$ cat src/rtl/core/mbc1_pkg.sv
// Shared types, address constants and helper functions for the MBC1 bank mapper.
// Used by the configuration, bank register, decode and top-level modules.
package mbc1_pkg;

  typedef enum logic [2:0] {
    TGT_DROP = 3'd0,
    TGT_ROM  = 3'd1,
    TGT_CRAM = 3'd2,
    TGT_OPEN = 3'd3,
    TGT_SYS  = 3'd4
  } target_t;

  localparam logic [1:0] REG_MAPPER_TYPE = 2'd0;
  localparam logic [1:0] REG_ROM_SIZE    = 2'd1;
  localparam logic [1:0] REG_RAM_SIZE    = 2'd2;

  localparam logic OP_WRITE = 1'b1;

  localparam logic [15:0] ROM_BANKX_LO   = 16'h4000;
  localparam logic [15:0] ROM_END        = 16'h8000;
  localparam logic [15:0] CRAM_LO        = 16'hA000;
  localparam logic [15:0] CRAM_END       = 16'hC000;
  localparam logic [15:0] ECHO_LO        = 16'hE000;
  localparam logic [15:0] ECHO_END       = 16'hFE00;
  localparam logic [15:0] ECHO_OFFSET    = 16'h2000;
  localparam logic [15:0] UNUSABLE_LO    = 16'hFEA0;
  localparam logic [15:0] UNUSABLE_END   = 16'hFEFF;
  localparam logic [15:0] SPEED_REG_ADDR = 16'hFF4D;

  localparam logic [1:0] MBC_RAM_ENABLE = 2'd0;
  localparam logic [1:0] MBC_ROM_BANK   = 2'd1;
  localparam logic [1:0] MBC_UPPER_BANK = 2'd2;
  localparam logic [1:0] MBC_MODE       = 2'd3;

  localparam logic [3:0] RAM_ENABLE_KEY = 4'hA;
  localparam logic [3:0] LARGE_ROM_CODE = 4'd4;
  localparam logic [3:0] FULL_MASK_CODE = 4'd7;
  localparam logic [2:0] RAM_FOUR_BANKS = 3'd3;
  localparam logic [2:0] RAM_NONE       = 3'd0;

  typedef struct packed {
    logic [7:0] mapper_type;
    logic [3:0] rom_size_code;
    logic [2:0] ram_size_code;
  } cfg_t;

  typedef struct packed {
    logic       ram_enabled;
    logic [4:0] rom_bank_low;
    logic [1:0] bank_upper;
    logic       banking_mode;
  } bank_t;

  typedef struct packed {
    logic        op;
    logic [15:0] bus_address;
    logic [7:0]  write_data;
  } req_t;

  function automatic logic is_mbc1(input logic [7:0] mapper_type);
    return (mapper_type >= 8'd1) && (mapper_type <= 8'd3);
  endfunction

  function automatic logic [7:0] bank_mask(input logic [3:0] code);
    logic [8:0] full;
    full = (9'd2 << code[2:0]) - 9'd1;
    if (code >= FULL_MASK_CODE) begin
      return 8'hFF;
    end
    return full[7:0];
  endfunction

endpackage

$ cat src/rtl/core/mbc1_cfg.sv
// APB-style register file for the mapper type and the ROM and RAM size codes.
// Depends on mbc1_pkg for the register indexes and the configuration struct.
module mbc1_cfg import mbc1_pkg::*; (
  input  logic        clk,
  input  logic        rst,
  input  logic        psel,
  input  logic        penable,
  input  logic        pwrite,
  input  logic [3:0]  paddr,
  input  logic [31:0] pwdata,
  output logic [31:0] prdata,
  output logic        pready,
  output cfg_t        cfg
);

  logic wr_en;

  assign pready = 1'b1;
  assign wr_en  = psel && penable && pwrite;

  always_ff @(posedge clk) begin
    if (rst) begin
      cfg <= '0;
    end else if (wr_en) begin
      unique case (paddr[3:2])
        REG_MAPPER_TYPE: cfg.mapper_type   <= pwdata[7:0];
        REG_ROM_SIZE:    cfg.rom_size_code <= pwdata[3:0];
        REG_RAM_SIZE:    cfg.ram_size_code <= pwdata[2:0];
        default: begin
        end
      endcase
    end
  end

  always_comb begin
    unique case (paddr[3:2])
      REG_MAPPER_TYPE: prdata = {24'd0, cfg.mapper_type};
      REG_ROM_SIZE:    prdata = {28'd0, cfg.rom_size_code};
      REG_RAM_SIZE:    prdata = {29'd0, cfg.ram_size_code};
      default:         prdata = 32'd0;
    endcase
  end

endmodule

$ cat src/rtl/core/mbc1_bank_regs.sv
// MBC1 bank registers, updated by bus writes below 0x8000 as each transfer is decoded.
// Depends on mbc1_pkg for the request, configuration and bank structs.
module mbc1_bank_regs import mbc1_pkg::*; (
  input  logic  clk,
  input  logic  rst,
  input  logic  update,
  input  req_t  req,
  input  cfg_t  cfg,
  output bank_t bank
);

  bank_t bank_next;
  logic  mbc_write;

  assign mbc_write = update && (req.op == OP_WRITE) && (req.bus_address < ROM_END) &&
                     is_mbc1(cfg.mapper_type);

  always_comb begin
    bank_next = bank;
    if (mbc_write) begin
      unique case (req.bus_address[14:13])
        MBC_RAM_ENABLE: bank_next.ram_enabled = (req.write_data[3:0] == RAM_ENABLE_KEY);
        MBC_ROM_BANK: begin
          bank_next.rom_bank_low = (req.write_data[4:0] == 5'd0) ? 5'd1 : req.write_data[4:0];
        end
        MBC_UPPER_BANK: begin
          if ((cfg.rom_size_code > LARGE_ROM_CODE) || (cfg.ram_size_code == RAM_FOUR_BANKS)) begin
            bank_next.bank_upper = req.write_data[1:0];
          end
        end
        MBC_MODE: bank_next.banking_mode = req.write_data[0];
        default: begin
        end
      endcase
    end
  end

  always_ff @(posedge clk) begin
    if (rst) begin
      bank.ram_enabled  <= 1'b0;
      bank.rom_bank_low <= 5'd1;
      bank.bank_upper   <= 2'd0;
      bank.banking_mode <= 1'b0;
    end else begin
      bank <= bank_next;
    end
  end

endmodule

$ cat src/rtl/core/mbc1_decode.sv
// Address decode for one bus transfer: target and physical address from the bank state.
// Depends on mbc1_pkg for constants, structs and the ROM bank mask function.
module mbc1_decode import mbc1_pkg::*; #(
  parameter int ROM_BYTES_LOG2      = 21,
  parameter int CART_RAM_BYTES_LOG2 = 15
) (
  input  req_t        req,
  input  cfg_t        cfg,
  input  bank_t       bank,
  output target_t     target,
  output logic [20:0] mapped_address
);

  logic [7:0]  mask;
  logic [7:0]  low_bank;
  logic [7:0]  high_bank;
  logic [21:0] rom_low_full;
  logic [21:0] rom_high_full;
  logic [20:0] rom_low_addr;
  logic [20:0] rom_high_addr;
  logic [14:0] cram_full;
  logic [20:0] cram_addr;
  logic [15:0] echo_addr;
  logic        mbc;
  logic        cram_on;
  logic        is_write;
  logic [15:0] a;

  always_comb begin
    a        = req.bus_address;
    is_write = (req.op == OP_WRITE);
    mbc      = is_mbc1(cfg.mapper_type);
    mask     = bank_mask(cfg.rom_size_code);

    low_bank      = {1'b0, bank.bank_upper, 5'd0} & mask;
    high_bank     = {1'b0, bank.bank_upper, bank.rom_bank_low} & mask;
    rom_low_full  = {low_bank, a[13:0]};
    rom_high_full = {high_bank, a[13:0]};
    rom_low_addr  = '0;
    rom_high_addr = '0;
    rom_low_addr[ROM_BYTES_LOG2-1:0]  = rom_low_full[ROM_BYTES_LOG2-1:0];
    rom_high_addr[ROM_BYTES_LOG2-1:0] = rom_high_full[ROM_BYTES_LOG2-1:0];

    cram_on   = mbc && bank.ram_enabled && (cfg.ram_size_code != RAM_NONE);
    cram_full = {2'd0, a[12:0]};
    if ((cfg.ram_size_code >= RAM_FOUR_BANKS) && bank.banking_mode) begin
      cram_full = {bank.bank_upper, a[12:0]};
    end
    cram_addr = '0;
    cram_addr[CART_RAM_BYTES_LOG2-1:0] = cram_full[CART_RAM_BYTES_LOG2-1:0];

    echo_addr = a - ECHO_OFFSET;

    target         = TGT_SYS;
    mapped_address = {5'd0, a};

    if (is_write) begin
      priority if (a < ROM_END) begin
        target         = TGT_DROP;
        mapped_address = '0;
      end else if ((a >= CRAM_LO) && (a < CRAM_END)) begin
        target         = cram_on ? TGT_CRAM : TGT_DROP;
        mapped_address = cram_on ? cram_addr : 21'd0;
      end else if ((a >= ECHO_LO) && (a < ECHO_END)) begin
        mapped_address = {5'd0, echo_addr};
      end else if ((a >= UNUSABLE_LO) && (a < UNUSABLE_END)) begin
        target         = TGT_DROP;
        mapped_address = '0;
      end else begin
      end
    end else begin
      priority if ((a >= ECHO_LO) && (a < ECHO_END)) begin
        mapped_address = {5'd0, echo_addr};
      end else if (a == SPEED_REG_ADDR) begin
        target         = TGT_OPEN;
        mapped_address = '0;
      end else if (a < ROM_BANKX_LO) begin
        if (mbc && bank.banking_mode && (cfg.rom_size_code > LARGE_ROM_CODE)) begin
          target         = TGT_ROM;
          mapped_address = rom_low_addr;
        end
      end else if (a < ROM_END) begin
        if (mbc) begin
          target         = TGT_ROM;
          mapped_address = rom_high_addr;
        end
      end else if ((a >= CRAM_LO) && (a < CRAM_END)) begin
        target         = cram_on ? TGT_CRAM : TGT_OPEN;
        mapped_address = cram_on ? cram_addr : 21'd0;
      end else begin
      end
    end
  end

endmodule

$ cat src/rtl/core/mbc1_bank_mapper.sv
// MBC1 bank mapper top level: input register, decode, bank registers and result register.
// Depends on mbc1_pkg, mbc1_cfg, mbc1_bank_regs and mbc1_decode.
//
// Usage: the CPU side presents one bus access (op, bus_address, write_data) with
// in_valid; a transfer happens at a clock edge where in_valid is high and in_stall
// is low. Each access yields exactly one result (target, mapped_address) on the
// output channel, transferred where out_valid is high and out_stall is low.
// The access is held in an input register and decoded from there into the result
// register. One access can be taken every cycle while the receiver does not stall;
// the bank registers are updated as each write is decoded, so the following access
// already sees the new banks. When the receiver stalls, the result register holds,
// the input register fills, and in_stall rises until the result is taken. Reset
// clears both stages, the configuration registers and the bank registers (ROM bank
// low comes up as one).
// The configuration registers are to be written through the APB-style port only
// while no access is in flight; the block itself does not enforce this.
module mbc1_bank_mapper import mbc1_pkg::*; #(
  parameter int ROM_BYTES_LOG2      = 21,
  parameter int CART_RAM_BYTES_LOG2 = 15
) (
  input  logic        clk,
  input  logic        rst,
  input  logic        psel,
  input  logic        penable,
  input  logic        pwrite,
  input  logic [3:0]  paddr,
  input  logic [31:0] pwdata,
  output logic [31:0] prdata,
  output logic        pready,
  input  logic        in_valid,
  output logic        in_stall,
  input  logic        op,
  input  logic [15:0] bus_address,
  input  logic [7:0]  write_data,
  output logic        out_valid,
  input  logic        out_stall,
  output logic [2:0]  target,
  output logic [20:0] mapped_address
);

  cfg_t        cfg;
  bank_t       bank;
  req_t        in_q;
  logic        in_q_valid;
  logic        advance;
  target_t     dec_target;
  logic [20:0] dec_address;
  target_t     out_target;
  logic [20:0] out_address;

  assign advance  = in_q_valid && (!out_valid || !out_stall);
  assign in_stall = in_q_valid && !advance;

  mbc1_cfg u_cfg (
    .clk     (clk),
    .rst     (rst),
    .psel    (psel),
    .penable (penable),
    .pwrite  (pwrite),
    .paddr   (paddr),
    .pwdata  (pwdata),
    .prdata  (prdata),
    .pready  (pready),
    .cfg     (cfg)
  );

  mbc1_bank_regs u_bank_regs (
    .clk    (clk),
    .rst    (rst),
    .update (advance),
    .req    (in_q),
    .cfg    (cfg),
    .bank   (bank)
  );

  mbc1_decode #(
    .ROM_BYTES_LOG2      (ROM_BYTES_LOG2),
    .CART_RAM_BYTES_LOG2 (CART_RAM_BYTES_LOG2)
  ) u_decode (
    .req            (in_q),
    .cfg            (cfg),
    .bank           (bank),
    .target         (dec_target),
    .mapped_address (dec_address)
  );

  always_ff @(posedge clk) begin
    if (rst) begin
      in_q_valid <= 1'b0;
    end else if (in_valid && !in_stall) begin
      in_q_valid <= 1'b1;
    end else if (advance) begin
      in_q_valid <= 1'b0;
    end
  end

  always_ff @(posedge clk) begin
    if (in_valid && !in_stall) begin
      in_q.op          <= op;
      in_q.bus_address <= bus_address;
      in_q.write_data  <= write_data;
    end
  end

  always_ff @(posedge clk) begin
    if (rst) begin
      out_valid <= 1'b0;
    end else if (advance) begin
      out_valid <= 1'b1;
    end else if (!out_stall) begin
      out_valid <= 1'b0;
    end
  end

  always_ff @(posedge clk) begin
    if (advance) begin
      out_target  <= dec_target;
      out_address <= dec_address;
    end
  end

  assign target         = out_target;
  assign mapped_address = out_address;

`ifndef ASSERT_OFF
  a_stall_only_when_full: assert property (@(posedge clk) disable iff (rst)
    in_stall |-> (out_valid && out_stall))
    else $error("input stalled while the result register can drain");

  a_no_address_when_unmapped: assert property (@(posedge clk) disable iff (rst)
    (out_valid && ((target == TGT_DROP) || (target == TGT_OPEN))) |-> (mapped_address == 21'd0))
    else $error("dropped or open-bus result carries an address");

  a_rom_bank_nonzero: assert property (@(posedge clk) disable iff (rst)
    bank.rom_bank_low != 5'd0)
    else $error("low ROM bank register holds zero");

  a_decoded_item_presented: assert property (@(posedge clk) disable iff (rst)
    advance |=> out_valid)
    else $error("decoded transfer did not reach the result register");
`endif

endmodule

$ cat config.mk
export PLATFORM = sky130hd
export DESIGN_NAME = mbc1_bank_mapper
export DESIGN_NICKNAME = d
export VERILOG_FILES = /design/src/rtl/core/mbc1_pkg.sv /design/src/rtl/core/mbc1_cfg.sv /design/src/rtl/core/mbc1_bank_regs.sv /design/src/rtl/core/mbc1_decode.sv /design/src/rtl/core/mbc1_bank_mapper.sv
export SDC_FILE = /design/constraint.sdc
export NUM_CORES = 1
export LEC_CHECK = 0
export BUFFER_PORTS_ARGS = -buffer_cell sky130_fd_sc_hd__buf_4
export CAP_MARGIN = 20
export CORE_ASPECT_RATIO = 0.5
export CORE_MARGIN = 3
export CORE_UTILIZATION = 54
export CTS_CLUSTER_SIZE = 16
export DETAILED_ROUTE_END_ITERATION = 8
export GPL_ROUTABILITY_DRIVEN = 0
export PLACE_DENSITY = 0.86
export RECOVER_POWER = 100
export SLEW_MARGIN = 15
export SYNTH_ARGS = -nofsm -noshare
export SYNTH_HDL_FRONTEND = slang
export SYNTH_SLANG_ARGS = --single-unit
$ cat constraint.sdc
create_clock -name clk -period 7.85 [get_ports clk]
set_clock_uncertainty 0.1 [all_clocks]
set_input_delay 1.1775 -clock clk [delete_from_list [all_inputs] [get_ports clk]]
set_output_delay 1.1775 -clock clk [all_outputs]
set_load 0.005 [all_outputs]
Word level (Yosys, flattened, before mapping)
Cells that the tools add are included.
{"block": "classes", "n_addsub": 2, "mul": 0, "div_mod_pow": 0, "order_cmp": 13, "n_eq_ne": 9, "n_shift": 1, "n_mux": 37, "bitwise": 2, "n_reduce_logical": 35}
{"operator": "2-to-1 mux 21 bit", "n": 11}
{"operator": "less-than comparator 16 bit, second input constant", "n": 4}
{"operator": "greater-or-equal comparator 16 bit, second input constant", "n": 3}
{"operator": "2-to-1 mux 3 bit", "n": 12}
{"operator": "2-to-1 mux 15 bit", "n": 2}
{"operator": "one-hot mux 8 bit (3 select lines)", "n": 1}
{"operator": "logical AND 1 bit", "n": 17}
{"operator": "equality test 16 bit, second input constant", "n": 1}
{"operator": "less-than comparator 16 x 15 -> 1 bit, second input constant", "n": 1}
{"operator": "2-to-1 mux 16 bit", "n": 1}
{"operator": "subtractor 16 x 14 -> 16 bit, second input constant", "n": 1}
{"operator": "bitwise AND 7 bit", "n": 2}
{"operator": "2-to-1 mux 7 bit", "n": 2}
{"operator": "AND reduction 2 bit", "n": 6}
{"operator": "greater-or-equal comparator 8 x 1 -> 1 bit, second input constant", "n": 1}
{"operator": "<= comparator 8 x 2 -> 1 bit, second input constant", "n": 1}
{"operator": "left shift 2 x 3 -> 7 bit, first input constant", "n": 1}
{"operator": "subtractor 7 x 1 -> 7 bit, second input constant", "n": 1}
{"operator": "equality test 2 bit, second input constant", "n": 3}
{"operator": "2-to-1 mux 1 bit", "n": 6}
{"operator": "logical NOT 5 bit", "n": 1}
{"operator": "2-to-1 mux 5 bit", "n": 1}
{"operator": "equality test 2 x 1 -> 1 bit, second input constant", "n": 2}
{"operator": "equality test 4 bit, second input constant", "n": 1}
{"operator": "other kinds (12)", "n": 17}
{"block": "word_totals", "ff_bits": 72, "latch_bits": 0, "ramBits": 0, "mem_bits_ro": 0, "input_bits": 68, "output_inout_bits": 59, "wordCells": 113, "mem_count": 0}

Longest topological paths before layout
{"block": "depth", "word_depth": 11, "mapped_depth": 9}

Cells and area by module
Synthesis repeated with hierarchy kept, for this count alone.
{"block": "unflattened", "cells_unflattened": 354, "hier_area_um2": 3946.3}
{"module": "mbc1_bank_mapper", "instances": 1, "cells_each": 59, "area_each_um2": 1557.7, "seq_area_each_um2": 1511.4}
{"module": "mbc1_cfg", "instances": 1, "cells_each": 108, "area_each_um2": 975.9, "seq_area_each_um2": 300.3}
{"module": "mbc1_decode", "instances": 1, "cells_each": 130, "area_each_um2": 890.9, "seq_area_each_um2": 0.0}
{"module": "mbc1_bank_regs", "instances": 1, "cells_each": 57, "area_each_um2": 521.8, "seq_area_each_um2": 180.2}

Worst setup path after synthesis
OpenSTA, ideal clock, no wires.
{"block": "synth_timing", "path_kind": "input -> register", "start": "input out_stall", "end": "register, netlist name u_bank_regs.bank[4]", "setup_time_ns": 0.128, "arrival_time_ns": 4.119, "required_time_ns": 7.622, "slack_ns": 3.504, "path_stages": 5, "path_cell_list": "a21boi_0 -> nand2_1 -> nor3_4 -> mux2i_1 -> nor2_1"}
{"block": "synth_via", "elab_chain_len": 7}
{"element": "from (decl)", "line_no": "mbc1_bank_mapper.sv:36", "text": "input logic out_stall,"}
{"element": "logical NOT 1 bit"}
{"element": "logical OR 1 bit", "line_no": "mbc1_bank_mapper.sv:51", "text": "assign advance = in_q_valid && (!out_valid || !out_stall);"}
{"element": "logical AND 1 bit", "line_no": "mbc1_bank_mapper.sv:51"}
{"element": "logical AND 1 bit (3 in a row)", "line_no": "mbc1_bank_regs.sv:15", "text": "assign mbc_write = update && (req.op == OP_WRITE) && (req.bus_address < ROM_END) &&"}
{"element": "AND reduction 2 bit (no source line)"}
No other way between the ends.
A chain may end at the register's enable or synchronous reset.

Final worst setup path
{"block": "layout_timing", "start": "input out_stall", "end": "register, netlist name u_bank_regs.bank[7]"}
{"block": "layout_via", "elab_chain_len": 7}
{"element": "logical NOT 1 bit"}
{"element": "logical OR 1 bit", "line_no": "mbc1_bank_mapper.sv:51"}
{"element": "logical AND 1 bit", "line_no": "mbc1_bank_mapper.sv:51"}
{"element": "net advance", "line_no": "mbc1_bank_mapper.sv:45", "text": "logic advance;"}
{"element": "logical AND 1 bit (3 in a row)", "line_no": "mbc1_bank_regs.sv:15"}
{"element": "AND reduction 2 bit (no source line)"}
The timed path passes the listed nets, and every way through them passes these cells.

==> results.cfg <==
[global_route]
grt_max_degree = 27
antenna_violations_before_repair = 0
wire_length_of_the_first_global_routing_pass_microns = 12200
grt_use_total = 0.201
grt_remaining_overflow = 0
number_of_global_route_vias_before_repair = 2526

[placed_design]
post-place-ws_ps = 4750
number_of_buffers_added_on_ports = 72
placed_cells_incl_taps = 473
place.detailed.hpwl_microns = 5590

[die]
fp.dieW_microns = 123
dieHeight_microns = 64.7
die-area_sq_mm = 0.00798
core_region_area_sq_mm = 0.00636
io_pins = 127
rows = 20
initial_core_util = 0.585

[logic_synthesis]
ys_dominant_reg_cell = edfxtp_1
avg_inst_size_synth_sq_um = 11.3
mappedNetlistArea_sq_mm = 0.00372
synthesis.yosys.warnings = 0
synth.distinct_cells = 65
netlist_top_cells_area = edfxtp_1 37%, dfxtp_1 14%, mux2i_1 7.8%
yosysTopAreaCellShare = 0.372
portion_of_the_post_synthesis_area_used_by_sequential_elements = 0.512
flip_flop_and_latch_count_after_synthesis = 72
synth_most_common_cell = edfxtp_1
synthDominantAreaCellType = edfxtp_1
synth.cells.most_frequent = 46 x edfxtp_1, 39 x nor2_1, 29 x mux2i_1
cells_after_synth = 328
number_of_enable_flip_flop_cells_after_synthesis = 46
proportion_of_synthesized_flip_flops_having_asynchronous_set_or_reset = 0

[flow_run]
max-cap-violations = 0

[power_and_ir_drop]
power.density_cell_area_mw_per_mm2 = 207
vdd_ir_drop_max_mv = 0.134
lkg_pwr_uw = 0.00175

[cts]
cts_hold_repair.buffers = 0
htree_levels = 3
cts-buffers-inserted = 9
numClockSinks = 72
clock_insertion_delay_worst_skew_ps = 330
cts.path.max_buffers = 2
cts_tree = done
cts_root_buffer = clkbuf_16
post_cts_setup_buffer_count = 0
clk_transition_reported_paths_ps = 50
postCtsResizedCells = 0

[timing]
unrepaired_setup_endpoints_after_global_routing = no
setup-tns-final_ps = 0
post_route_fraction_of_the_period_consumed_by_the_critical_path = 0.472
timing.final.crit_period_ps = 3700
setup_viol_count_final = 0
number_of_endpoints_with_negative_hold_slack_in_the_final_report = 0
setup_slack_ps = 4150
final_max_slew_viol_count = 0
maxSlewHeadroom = 0.104
achievable-frequency_mhz = 270
worst_pin_slew_ps = 1340

[setup_path]
worst-path-buf-inv = 2
cp_data_arrival_time_ps = 3780
cp_num_cells = 7
timing.critical_path.mode_cell = clkbuf_1
crit_path_start = out_stall
critical-path-top-delay-family = buffers and inverters
cp_max_fo = 25
timing.critical_path.slowest_cell_delay_ps = 1010
worst_path_max_delay_cell = clkbuf_1
setup.worst_path.class = in -> reg
critical_path.reg2reg.startpoint = in_q[22]
path_cells = clkbuf_1 > a21boi_0 > clkbuf_1 > nand2_1 > nor3_1 > mux2i_1 > nor2_1
endpoint_kind = register
reg2reg_setup_slack_ps = 4280
crit_end = u_bank_regs.bank[7]
worst_r2r_path_depth = 7
cp.required_ps = 7920
critPathLaunchType = input port
timing.rr.end = mapped_address[9]

[drt]
detail_route.vias_per_cell = 5.51
avgRoutedWirePerCell_microns = 15.4
dr.pass1.iters = 4
drt_wl_total_microns = 7560
drt_drc_violations_left = 0
detail_route.iter0.violations = 213
ant_nets = 0
vias_post_dr = 2699

[finish]
final_core_util = 0.694
antennaDiodeCount = 0
finalNetCount = 470
layout-drive-gt1-share = 0.239
area_delta_synth_final_pct = 18.7
layoutNonFillerInstCount = 490

[worst_hold_path]
min-delay-path-class = reg -> reg
hold-path-cell-count = 2

[run_status]
status = finished, final reports clean
-- layout make-up --
class / instances / area [sq um]
clock buffers: 15 / 313
well taps: 88 / 110
fillers: 475 / 1940
clock inverters: 1 / 5.00
flip-flops and latches: 72 / 1900
inverters: 8 / 30.0
repair buffers: 74 / 529
multi-input cells: 232 / 1530
-- worst min-delay path by stage --
stage	start	to	slack, ps
after floorplan	in_q_valid	out_valid	340
after global placement	in_q_valid	out_valid	360
after detailed placement	in_q_valid	out_valid	380
after CTS	in_q_valid	out_valid	400
after global routing	u_bank_regs.bank[3]	u_bank_regs.bank[3]	440
final	in_q_valid	out_valid	400
-- flip-flops by register name (all words and copies together), names as in the netlist --
signal,cells
in_q_valid,1
out_valid,1
u_cfg.cfg,15
u_bank_regs.bank,9
mapped_address,21
in_q,22
target,3
-- layout by cell type, fill, tap and decap left out, types with 4 or more instances in the layout --
cell type  count
buf_4         20
dfxtp_1       26
nor3b_2        5
a31oi_1        6
nand3_1        9
clkbuf_1       7
conb_1        25
clkbuf_8       4
ha_1           5
o21ai_0       10
mux2i_1       29
clkbuf_4      48
nand4_1        8
inv_1          7
nand2_1        8
nor3_1         9
a21oi_1        7
clkbuf_16     10
edfxtp_1      46
nand2b_1       4
nor2_1        39
and2_0         4
nor3b_1       10
nor4b_1        4
-- worst min-delay path: cells and delay by family, from the launching register on --
family | cells | cell delay [ps]
flops | 1 | 350
compound gates | 1 | 50
simple gates | 1 | 70
-- per-layer routing --
metal  global-route usage  part of all wire
met1                0.256              0.43
met2                0.320              0.47
met5                    0                 0
met4               0.0690             0.013
met3               0.0697             0.092
-- cell families after synthesis --
logic type	Yosys count	synth area share
adders and majority gates	5	0.0168
xor gates and xnor gates	2	0.00471
other	2	0.00202
DFF	72	0.512
and+or+nand+nor	124	0.214
buffers and inverters	47	0.0825
AOI/OAI and AO/OA	47	0.0902
muxes	29	0.0781
-- stage by stage --
stage	power (uW)	hold WS [ps]	area, sq um
CTS	927	397	4510
finish	914	397	4410
global placement	510	356	4190
floorplan	489	344	3800
global route	949	442	4410
detailed placement	513	384	4190
-- power breakdown --
part           internal, uW  total (uW)  switching (uW)
combinational          32.9        69.6            36.7
sequential              421         432            11.3
clock                   270         412             142
No activity file was read; power rests on OpenSTA's default activity.
